$ cat src/rtl/core/ps2mpt_pkg.sv
`default_nettype none

package ps2mpt_pkg;

    // Width of the screen size registers on the configuration port.
    localparam int CFG_BITS = 13;

    // Register indexes on the configuration port.
    localparam logic CFG_SCREEN_WIDTH  = 1'b0;
    localparam logic CFG_SCREEN_HEIGHT = 1'b1;

    // Reset values of the screen size registers.
    localparam logic [CFG_BITS-1:0] SCREEN_WIDTH_RESET  = 13'd640;
    localparam logic [CFG_BITS-1:0] SCREEN_HEIGHT_RESET = 13'd480;

    // Header byte fields.
    localparam logic [7:0] HDR_OVERFLOW = 8'hC0;
    localparam logic [7:0] HDR_SYNC     = 8'h08;
    localparam logic [2:0] HDR_BUTTONS  = 3'h7;
    localparam int HDR_X_SIGN_BIT = 4;
    localparam int HDR_Y_SIGN_BIT = 5;

    // Input word kinds carried in s_tuser.
    localparam logic ACT_MOUSE_BYTE = 1'b0;
    localparam logic ACT_RECENTER   = 1'b1;

    // Packet framing phase codes; the unused code behaves like PH_HEADER.
    localparam logic [1:0] PH_HEADER = 2'd0;
    localparam logic [1:0] PH_X_MOVE = 2'd1;
    localparam logic [1:0] PH_Y_MOVE = 2'd2;

    // Per-word status flags, packet_done in the lowest bit.
    typedef struct packed {
        logic byte_discarded;
        logic packet_dropped;
        logic packet_done;
    } flags_t;

endpackage

`default_nettype wire

$ cat src/rtl/core/ps2_mouse_packet_tracker.sv
`default_nettype none

// Channel    Dir  Payload                                         Handshake
// s_*        in   tdata: data_byte; tuser: action                 s_tvalid/s_tready
// m_*        out  tdata: cursor_x, cursor_y, button_bits;         m_tvalid/m_tready
//                 tuser: packet_done, packet_dropped,
//                 byte_discarded
// cfg_*      in   cfg_index, cfg_data (screen width / height)     cfg_valid/cfg_ready
//
// Every input word produces exactly one output word, in the cycle after it is accepted. The phase
// step and one add and clamp per axis are done in the cycle of acceptance and land in the
// output register, so one word per cycle is taken whenever that register is empty or drains
// in the same cycle. A master-side stall holds the output word and stops acceptance until it
// is taken. Reset puts the framer in the header phase, clears the buttons, loads the default
// 640 x 480 screen size and places the cursor at the center of that screen.

module ps2_mouse_packet_tracker #(
    parameter int COORD_BITS = 12
) (
    input  wire logic                          clk,
    input  wire logic                          rst_n,

    // Input stream.
    input  wire logic                          s_tvalid,
    output      logic                          s_tready,
    input  wire logic [7:0]                    s_tdata,  // [7:0] data_byte
    input  wire logic [0:0]                    s_tuser,  // [0] action

    // Output stream.
    output      logic                          m_tvalid,
    input  wire logic                          m_tready,
    // From bit 0 up: cursor_x, cursor_y, button_bits, zero fill.
    output      logic [((2*COORD_BITS+3+7)/8)*8-1:0] m_tdata,
    // [0] packet_done, [1] packet_dropped, [2] byte_discarded
    output      logic [2:0]                    m_tuser,

    // Configuration write channel.
    input  wire logic                          cfg_valid,
    output      logic                          cfg_ready,
    input  wire logic                          cfg_index,
    input  wire logic [ps2mpt_pkg::CFG_BITS-1:0] cfg_data
);

    localparam int CB = COORD_BITS;
    localparam int CW = ps2mpt_pkg::CFG_BITS;
    // Width that holds both a register value and the largest effective size.
    localparam int EW = (CB + 1 > CW) ? CB + 1 : CW;
    localparam int TDATA_BITS = ((2*CB+3+7)/8)*8;
    localparam int PAD_BITS = TDATA_BITS - (2*CB + 3);

    localparam logic [EW-1:0] SIZE_LIM = EW'(1) << CB;

    // Cursor reset position: half of the effective default screen size.
    localparam int LIM_INT = 1 << CB;
    localparam int W0 = int'(ps2mpt_pkg::SCREEN_WIDTH_RESET);
    localparam int H0 = int'(ps2mpt_pkg::SCREEN_HEIGHT_RESET);
    localparam int RESET_X = ((W0 > LIM_INT) ? LIM_INT : W0) / 2;
    localparam int RESET_Y = ((H0 > LIM_INT) ? LIM_INT : H0) / 2;

    // Configuration registers.
    logic [CW-1:0] screen_width_reg;
    logic [CW-1:0] screen_height_reg;

    // Framing and tracking state.
    logic [1:0]    byte_phase_reg, byte_phase_next;
    logic [7:0]    header_byte_reg, header_byte_next;
    logic [7:0]    x_move_byte_reg, x_move_byte_next;
    logic [CB-1:0] pos_x_reg, pos_x_next;
    logic [CB-1:0] pos_y_reg, pos_y_next;
    logic [2:0]    held_buttons_reg, held_buttons_next;

    // Output register.
    logic          out_valid_reg;
    logic [CB-1:0] out_x_reg;
    logic [CB-1:0] out_y_reg;
    logic [2:0]    out_buttons_reg;
    ps2mpt_pkg::flags_t out_flags_reg;
    ps2mpt_pkg::flags_t flags_next;

    // Effective sizes, clamp limits and recenter points.
    logic [EW-1:0] eff_w, eff_h;
    logic [EW-1:0] eff_w_m1, eff_h_m1;
    logic [EW-1:0] half_w, half_h;
    logic [CB-1:0] max_x, max_y;

    // Signed sums of position and movement; two extra bits cover the range.
    logic signed [CB+1:0] dx_ext, dy_ext;
    logic signed [CB+1:0] sum_x, sum_y;
    logic signed [CB+1:0] max_x_ext, max_y_ext;
    logic [CB-1:0] clamp_x, clamp_y;

    logic in_fire;

    assign cfg_ready = 1'b1;
    assign s_tready  = !out_valid_reg || m_tready;
    assign in_fire   = s_tvalid && s_tready;

    // A size register of zero behaves as one, and sizes beyond the coordinate
    // range saturate to the full range.
    always_comb
    begin
        if (screen_width_reg == '0)
            eff_w = EW'(1);
        else if (EW'(screen_width_reg) > SIZE_LIM)
            eff_w = SIZE_LIM;
        else
            eff_w = EW'(screen_width_reg);

        if (screen_height_reg == '0)
            eff_h = EW'(1);
        else if (EW'(screen_height_reg) > SIZE_LIM)
            eff_h = SIZE_LIM;
        else
            eff_h = EW'(screen_height_reg);

        eff_w_m1 = eff_w - EW'(1);
        eff_h_m1 = eff_h - EW'(1);
        max_x    = eff_w_m1[CB-1:0];
        max_y    = eff_h_m1[CB-1:0];
        half_w   = eff_w >> 1;
        half_h   = eff_h >> 1;
    end

    // Movement deltas are 9-bit two's complement: sign from the header,
    // low bits from the movement bytes. Screen Y grows downward, so dy is
    // subtracted.
    always_comb
    begin
        dx_ext = (CB+2)'($signed({header_byte_reg[ps2mpt_pkg::HDR_X_SIGN_BIT],
                                  x_move_byte_reg}));
        dy_ext = (CB+2)'($signed({header_byte_reg[ps2mpt_pkg::HDR_Y_SIGN_BIT],
                                  s_tdata}));
        sum_x = $signed({2'b00, pos_x_reg}) + dx_ext;
        sum_y = $signed({2'b00, pos_y_reg}) - dy_ext;
        max_x_ext = $signed({2'b00, max_x});
        max_y_ext = $signed({2'b00, max_y});

        if (sum_x < 0)
            clamp_x = '0;
        else if (sum_x > max_x_ext)
            clamp_x = max_x;
        else
            clamp_x = sum_x[CB-1:0];

        if (sum_y < 0)
            clamp_y = '0;
        else if (sum_y > max_y_ext)
            clamp_y = max_y;
        else
            clamp_y = sum_y[CB-1:0];
    end

    // Packet framer and cursor update for the word at the input.
    always_comb
    begin
        byte_phase_next   = byte_phase_reg;
        header_byte_next  = header_byte_reg;
        x_move_byte_next  = x_move_byte_reg;
        pos_x_next        = pos_x_reg;
        pos_y_next        = pos_y_reg;
        held_buttons_next = held_buttons_reg;
        flags_next        = '0;

        if (s_tuser[0] == ps2mpt_pkg::ACT_RECENTER)
        begin
            pos_x_next = half_w[CB-1:0];
            pos_y_next = half_h[CB-1:0];
        end
        else
        begin
            unique case (byte_phase_reg)
                ps2mpt_pkg::PH_X_MOVE:
                begin
                    x_move_byte_next = s_tdata;
                    byte_phase_next  = ps2mpt_pkg::PH_Y_MOVE;
                end
                ps2mpt_pkg::PH_Y_MOVE:
                begin
                    byte_phase_next = ps2mpt_pkg::PH_HEADER;
                    if ((header_byte_reg & ps2mpt_pkg::HDR_OVERFLOW) != 8'h00)
                    begin
                        flags_next.packet_dropped = 1'b1;
                    end
                    else
                    begin
                        held_buttons_next      = header_byte_reg[2:0] & ps2mpt_pkg::HDR_BUTTONS;
                        pos_x_next             = clamp_x;
                        pos_y_next             = clamp_y;
                        flags_next.packet_done = 1'b1;
                    end
                end
                default:
                begin
                    // Header phase, and the unused phase code: resync on bit 3.
                    if ((s_tdata & ps2mpt_pkg::HDR_SYNC) != 8'h00)
                    begin
                        header_byte_next = s_tdata;
                        byte_phase_next  = ps2mpt_pkg::PH_X_MOVE;
                    end
                    else
                    begin
                        byte_phase_next           = ps2mpt_pkg::PH_HEADER;
                        flags_next.byte_discarded = 1'b1;
                    end
                end
            endcase
        end
    end

    // Configuration registers.
    always_ff @(posedge clk or negedge rst_n)
    begin
        if (!rst_n)
        begin
            screen_width_reg  <= ps2mpt_pkg::SCREEN_WIDTH_RESET;
            screen_height_reg <= ps2mpt_pkg::SCREEN_HEIGHT_RESET;
        end
        else if (cfg_valid && cfg_ready)
        begin
            unique case (cfg_index)
                ps2mpt_pkg::CFG_SCREEN_WIDTH:  screen_width_reg  <= cfg_data;
                ps2mpt_pkg::CFG_SCREEN_HEIGHT: screen_height_reg <= cfg_data;
                default:                       screen_width_reg  <= screen_width_reg;
            endcase
        end
    end

    // Tracking state.
    always_ff @(posedge clk or negedge rst_n)
    begin
        if (!rst_n)
        begin
            byte_phase_reg   <= ps2mpt_pkg::PH_HEADER;
            header_byte_reg  <= 8'h00;
            x_move_byte_reg  <= 8'h00;
            pos_x_reg        <= CB'(RESET_X);
            pos_y_reg        <= CB'(RESET_Y);
            held_buttons_reg <= 3'b000;
        end
        else if (in_fire)
        begin
            byte_phase_reg   <= byte_phase_next;
            header_byte_reg  <= header_byte_next;
            x_move_byte_reg  <= x_move_byte_next;
            pos_x_reg        <= pos_x_next;
            pos_y_reg        <= pos_y_next;
            held_buttons_reg <= held_buttons_next;
        end
    end

    // Output register: valid flag under reset, payload loads on acceptance.
    always_ff @(posedge clk or negedge rst_n)
    begin
        if (!rst_n)
            out_valid_reg <= 1'b0;
        else if (in_fire)
            out_valid_reg <= 1'b1;
        else if (m_tready)
            out_valid_reg <= 1'b0;
    end

    always_ff @(posedge clk)
    begin
        if (in_fire)
        begin
            out_x_reg       <= pos_x_next;
            out_y_reg       <= pos_y_next;
            out_buttons_reg <= held_buttons_next;
            out_flags_reg   <= flags_next;
        end
    end

    assign m_tvalid = out_valid_reg;
    assign m_tdata  = {{PAD_BITS{1'b0}}, out_buttons_reg, out_y_reg, out_x_reg};
    assign m_tuser  = out_flags_reg;

endmodule

`default_nettype wire
$ cat config.mk
export PLATFORM = sky130hd
export DESIGN_NAME = ps2_mouse_packet_tracker
export DESIGN_NICKNAME = d
export VERILOG_FILES = /design/src/rtl/core/ps2mpt_pkg.sv /design/src/rtl/core/ps2_mouse_packet_tracker.sv
export SDC_FILE = /design/constraint.sdc
export NUM_CORES = 1
export LEC_CHECK = 0
export BUFFER_PORTS_ARGS = -buffer_cell sky130_fd_sc_hd__buf_2
export CAP_MARGIN = 40
export CELL_PAD_IN_SITES_DETAIL_PLACEMENT = 0
export CELL_PAD_IN_SITES_GLOBAL_PLACEMENT = 2
export CORE_MARGIN = 2
export CORE_UTILIZATION = 39
export CTS_BUF_LIST = sky130_fd_sc_hd__clkbuf_4 sky130_fd_sc_hd__clkbuf_8 sky130_fd_sc_hd__clkbuf_16
export CTS_CLUSTER_SIZE = 16
export DETAILED_ROUTE_END_ITERATION = 10
export GPL_ROUTABILITY_DRIVEN = 0
export PLACE_DENSITY = 0.9
export SKIP_CTS_REPAIR_TIMING = 1
export SYNTH_ARGS = -nofsm -noshare
export SYNTH_HDL_FRONTEND = slang
export SYNTH_SLANG_ARGS = --single-unit
$ cat constraint.sdc
create_clock -name clk -period 6.7 [get_ports clk]
set_input_delay 0.335 -clock clk [delete_from_list [all_inputs] [get_ports clk]]
set_output_delay 0.335 -clock clk [all_outputs]
set_load 0.01 [all_outputs]
* Yosys cells after proc, flatten, opt, wreduce, memory -nomap -nowiden
Index checks and enable logic that the tools add are counted.
W data, S select, Z words.
** Word-level totals
- Logic and storage cells :: 70
- Memories kept :: 0
- Input port bits :: 28
- Output and inout bits :: 38
- Register bits after elaboration :: 102
- Memory bits (read-only) :: 0
- Memory bits (writable) :: 0
- Latch bits :: 0
** Operators by class
- Bitwise logic cells :: 4
- $mul :: 0
- Reductions and logical operators :: 15
- Muxes and demuxes :: 24
- Add/sub/neg operators :: 4
- Div/mod/pow operators :: 0
- $lt $le $gt $ge :: 6
- Equal/unequal tests :: 2
- Shift operators :: 0
** Operator list (number)
- $mux W12 :: 10
- $mux W13 :: 4
- $gt A14 B13 Y1 :: 2
- $lt A14 B1 Y1 const B :: 2
- $gt A13 B13 Y1 const B :: 2
- $logic_not A13 Y1 :: 2
- $sub A12 B1 Y12 const B :: 2
- $add A13 B9 Y14 :: 1
- $sub A13 B9 Y14 :: 1
- $mux W3 :: 3
- $reduce_bool A8 Y1 :: 1
- $mux W1 :: 6
- $reduce_and A2 Y1 :: 3
- $not A1 Y1 :: 4
- $pmux W2 S2 :: 1
- $reduce_and A4 Y1 :: 1
- $reduce_or A2 Y1 :: 2
- $reduce_and A3 Y1 :: 1
- $reduce_or A3 Y1 :: 1
- $eq A2 B1 Y1 const B :: 1
- $eq A2 B2 Y1 const B :: 1
- $reduce_bool A2 Y1 :: 1
- $logic_and A1 B1 Y1 :: 1
- $logic_not A1 Y1 :: 1
- $logic_or A1 B1 Y1 :: 1

* Longest topological paths before layout
- Depth after elaboration :: 10
- Mapped depth :: 21
- Mapped depth without buffers :: 19

* Worst setup path after synthesis
Ideal clock, no wire load.
- Kind :: flip-flop to flip-flop
- Start :: register screen_width_reg[6]
- End :: register out_x_reg[11], data pin
- Arrival time :: 4.606 ns
- Data required time :: 6.434 ns
- Library setup time :: 0.266 ns
- Clock period less this slack :: 4.873 ns
- Path buffers :: 2
- Slack :: 1.827 ns
- Cell stages (with the launch flop) :: 21
- Path through :: dfrtp_1 > or3_1 > or4_4 > nor3_4 > o21ai_0 > ha_1 > buf_12 > nand3b_1 > or3_1 > nor3_1 > xnor2_1 > a221o_1 > ha_1 > a211o_1 > a2111oi_4 > a211oi_2 > o41ai_2 > mux2i_1 > buf_4 > a211oi_1 > o22ai_1
** Between the ends
- Cells in the longest elaborated chain, start to end :: 10
- Elaborated cells on any way between the ends :: 11
- Those cells by class :: 1 x add/sub; 2 x order compare; 7 x mux; 1 x reduce/logical
** Ends and longest elaborated chain
- start, declared :: line ps2_mouse_packet_tracker.sv:61 : logic [CW-1:0] screen_width_reg;
- start signal, assigned :: line ps2_mouse_packet_tracker.sv:215 : screen_width_reg <= ps2mpt_pkg::SCREEN_WIDTH_RESET;
- start signal, assigned :: line ps2_mouse_packet_tracker.sv:221 : ps2mpt_pkg::CFG_SCREEN_WIDTH: screen_width_reg <= cfg_data;
- start signal, assigned :: line ps2_mouse_packet_tracker.sv:223 : default: screen_width_reg <= screen_width_reg;
- $gt A13 B13 Y1 :: line ps2_mouse_packet_tracker.sv:104 : else if (EW'(screen_width_reg) > SIZE_LIM)
- $mux W13 :: line ps2_mouse_packet_tracker.sv:104
- $mux W13 * :: line ps2_mouse_packet_tracker.sv:102 : if (screen_width_reg == '0)
- $sub A12 B1 Y12 :: line ps2_mouse_packet_tracker.sv:116 : eff_w_m1 = eff_w - EW'(1);
- $gt A14 B13 Y1 :: line ps2_mouse_packet_tracker.sv:140 : else if (sum_x > max_x_ext)
- $mux W12 :: line ps2_mouse_packet_tracker.sv:140
- $mux W12 :: line ps2_mouse_packet_tracker.sv:138 : if (sum_x < 0)
- $mux W12 :: line ps2_mouse_packet_tracker.sv:180 : if ((header_byte_reg & ps2mpt_pkg::HDR_OVERFLOW) != 8'h00)
- $mux W12 :: line ps2_mouse_packet_tracker.sv:171 : unique case (byte_phase_reg)
- $mux W12 * :: line ps2_mouse_packet_tracker.sv:164 : if (s_tuser[0] == ps2mpt_pkg::ACT_RECENTER)
- named net pos_x_next[11] :: line ps2_mouse_packet_tracker.sv:68 : logic [CB-1:0] pos_x_reg, pos_x_next;
- end signal, assigned :: line ps2_mouse_packet_tracker.sv:266 : out_x_reg <= pos_x_next;
- end, declared :: line ps2_mouse_packet_tracker.sv:74 : logic [CB-1:0] out_x_reg;
Mark *: on every way through the listed nets, which the timed path passes. The rest lies on a longest branch.
A chain may end at the register's enable or synchronous reset.

* Worst setup path after layout
- Start :: register screen_width_reg[6]
- End :: register out_x_reg[2], data pin
Same word-level chain as after synthesis.

==> flow_summary_export.csv <==
group,metric,value,unit
routing,drcViolationCount,0,
die,die_h,138.9,µm
min_path,hp-class,"in -> async",
clock_network,insertion_delay,0.37,ns
die,rows,49,
finish,nets,862,
timing,setup_violations,0,
clock_network,clock_path_buffers,2,
place,dp_hpwl,15360,µm
timing,fmax,0.1868,GHz
run,maxCapViolCount,0,
die,fp.dieW,138.9,µm
timing,hold_violations,0,
setup_path,cp_max_fo,11,
logic_synthesis,synth-main-ff-cell,"dfrtp_1",
setup_path,critPathRequiredTime,6.91,ns
timing,tns,0,ns
routing,wire_per_inst,19.76,µm
timing,max-slew-margin-rel,40.50,%
die,ioPinCount,66,
setup_path,critPathLaunchType,"flip-flop",
logic_synthesis,ys_seq_area_share,37.96,%
routing,drt-total-wl,19990,µm
logic_synthesis,synth_edf_count,30,
setup_path,cp_data_arrival_time,5.56,ns
finish,drive_gt1_share,19.67,%
routing,firstDrtPassIters,5,
grt,grt.overflow.total,0,
logic_synthesis,syn_avg_cell_area,9.690,µm²
timing,whs,0.01490,ns
grt,top_usage_layer,"met2",
timing,finalClockSkew,0.01676,ns
grt,track_usage,21.10,%
finish,num_antenna_cells,0,
finish,syn2layout_area_growth,11.87,%
logic_synthesis,yosysUniqueCellTypes,78,
power_and_ir_drop,ir_worst_vdd,0.2116,mV
die,core-area,17900,µm²
grt,grt_max_degree,38,
clock_network,cts-root-buf,"clkbuf_16",
place,place_inst,996,
power_and_ir_drop,p_per_area,454.7,nW/µm²
status,status,"finished, final reports clean",
clock_network,tritoncts,"yes",
timing,fin_ws,1.346,ns
timing,finalCriticalPeriod,5.354,ns
logic_synthesis,ys_seq_elements,101,
setup_path,crit_type,"reg -> reg",
routing,vias_per_cell,5.862,
logic_synthesis,netlist_instances,732,
timing,rsz0062_at_grt,"no",
die,floorplan.initialDensity,39.62,%
setup_path,endpoint_kind,"flip-flop",
clock_network,h-tree-depth,3,
timing,maxSlewViolCount,0,
logic_synthesis,ys_warn_count,0,
routing,vias,5932,
clock_network,clock_sinks,101,
die,die-area,19280,µm²
finish,layout_common_cells,"nand2_1, dfrtp_1, buf_2",
grt,antenna_found_initial,0,
grt,gr-usage-met2,33.26,%
clock_network,numCtsBuffers,9,
grt,grt_pass1_vias,5943,
grt,grt_pass1_wl,32440,µm
finish,fin_area,7935,µm²
power_and_ir_drop,p_leak,3.544,nW
place,port_buffers,59,
grt,grtUsageMet1,29.90,%
logic_synthesis,synthArstFlopShare,70.30,%
logic_synthesis,syn_area,7093,µm²
place,placed_cell_area,7584,µm²
routing,drtIter0Drc,399,
timing,worst_pin_slew,0.8892,ns
clock_network,path_clk_slew,0.08,ns
place,dp_slack,1.372,ns
routing,final_antenna_net_count,0,
grt,met3_usage,2.970,%
timing,period_share,79.91,%
finish,finalNonFillerCells,1012,
finish,layout_commonest_cell,"nand2_1",
==> cell type report <==
class / instances / area [µm²]
inverter: 40 / 150.1
fill: 1767 / 9967
timing repair buffer: 69 / 386.6
clock buffer: 9 / 225.2
tap: 229 / 286.5
multi-input combinational: 557 / 4068
sequential: 101 / 2693
clock inverter: 7 / 126.4
==> cell families (layout without fill, tap and decap cells) <==
logic type / Yosys count / in the layout / share of synthesized area, %
xor gates and xnor gates: 25 / 25 / 3.087
adders and majority gates: 56 / 56 / 10.09
muxes: 61 / 61 / 9.367
and+or+nand+nor: 192 / 192 / 13.23
DFF: 101 / 101 / 37.96
buffers and inverters: 78 / 125 / 4.904
other: 2 / 6 / 0.1059
AOI/OAI and AO/OA: 217 / 217 / 21.26
==> final timing paths <==
path | start | endpoint | slack (ns) | cells past startpoint
max in group asynchronous | rst_n | pos_y_reg[5]$_DFFE_PN1P_ | 6.05 | 3
min in group clk | s_tvalid | m_tvalid$_DFFE_PN0P_ | 0.18 | 2
max | screen_width_reg[6]$_DFFE_PN0P_ | out_x_reg[2]$_DFFE_PP_ | 1.35 | 19
max reg2reg | screen_width_reg[6]$_DFFE_PN0P_ | out_x_reg[2]$_DFFE_PP_ | 1.35 | 19
min | rst_n | pos_x_reg[9]$_DFFE_PN0P_ | 0.01 | 2
min reg2reg | held_buttons_reg[0]$_DFFE_PN0P_ | held_buttons_reg[0]$_DFFE_PN0P_ | 0.48 | 2
==> power breakdown <==
group	total [mW]	switching (mW)	internal (mW)
sequential	0.973	0.164	0.809
clock	0.635	0.264	0.371
combinational	2.00	1.14	0.860
total	3.61	1.57	2.04
==> per-layer routing <==
layer  routed length [µm]  up-vias
met5                    0        -
met4                  465        0
li1                     -     2813
met1                 9402     2912
met3                  980       28
met2                 9144      179
==> Yosys cell counts, drive strengths merged, types with 7 or more instances <==
cell    number  area [µm²]
a21oi       38       190.2
nor4         8       50.05
a31oi        7       43.79
nand2       61       229.0
nand3       13       65.06
a21o        16       120.1
clkbuf      27       102.6
nor2b        8       50.05
xnor2       19       166.4
mux2i       21       210.2
a22oi       26       209.0
a32oi        8       70.07
dfrtp       59        1476
buf         11       95.09
nor3        13       81.33
edfxtp      30       900.9
o21ai       58       297.8
nor2        45       171.4
dfstp       12       315.3
and2         9       56.30
mux2        40       454.2
ha          54       675.7
inv         39       146.4
a211oi      11       92.58
and3         9       56.30
==> through the flow <==
stage | util [%] | total power, mW
floorplan | - | 2.490
global placement | 42.14 | 2.880
detailed placement | 42.36 | 2.951
CTS | 44.32 | 3.600
global route | 44.32 | 3.882
finish | 44.32 | 3.608
==> worst max-delay path: stages, from the launching register on <==
cell and delay, ns:
dfrtp_1 0.46, or3_1 0.41, or4_4 0.46, nor3_4 0.19
o21ai_0 0.21, ha_1 0.35, nand3b_1 0.17, or3_1 0.17
nor3_1 0.07, xnor2_1 0.14, a221o_1 0.35, ha_1 0.24
a211o_1 0.30, a2111oi_4 0.34, a211oi_2 0.17, o41ai_2 0.36
mux2i_1 0.12, buf_4 0.21, mux2_1 0.35, o21ai_1 0.15
No activity file was read; power rests on OpenSTA's default activity.
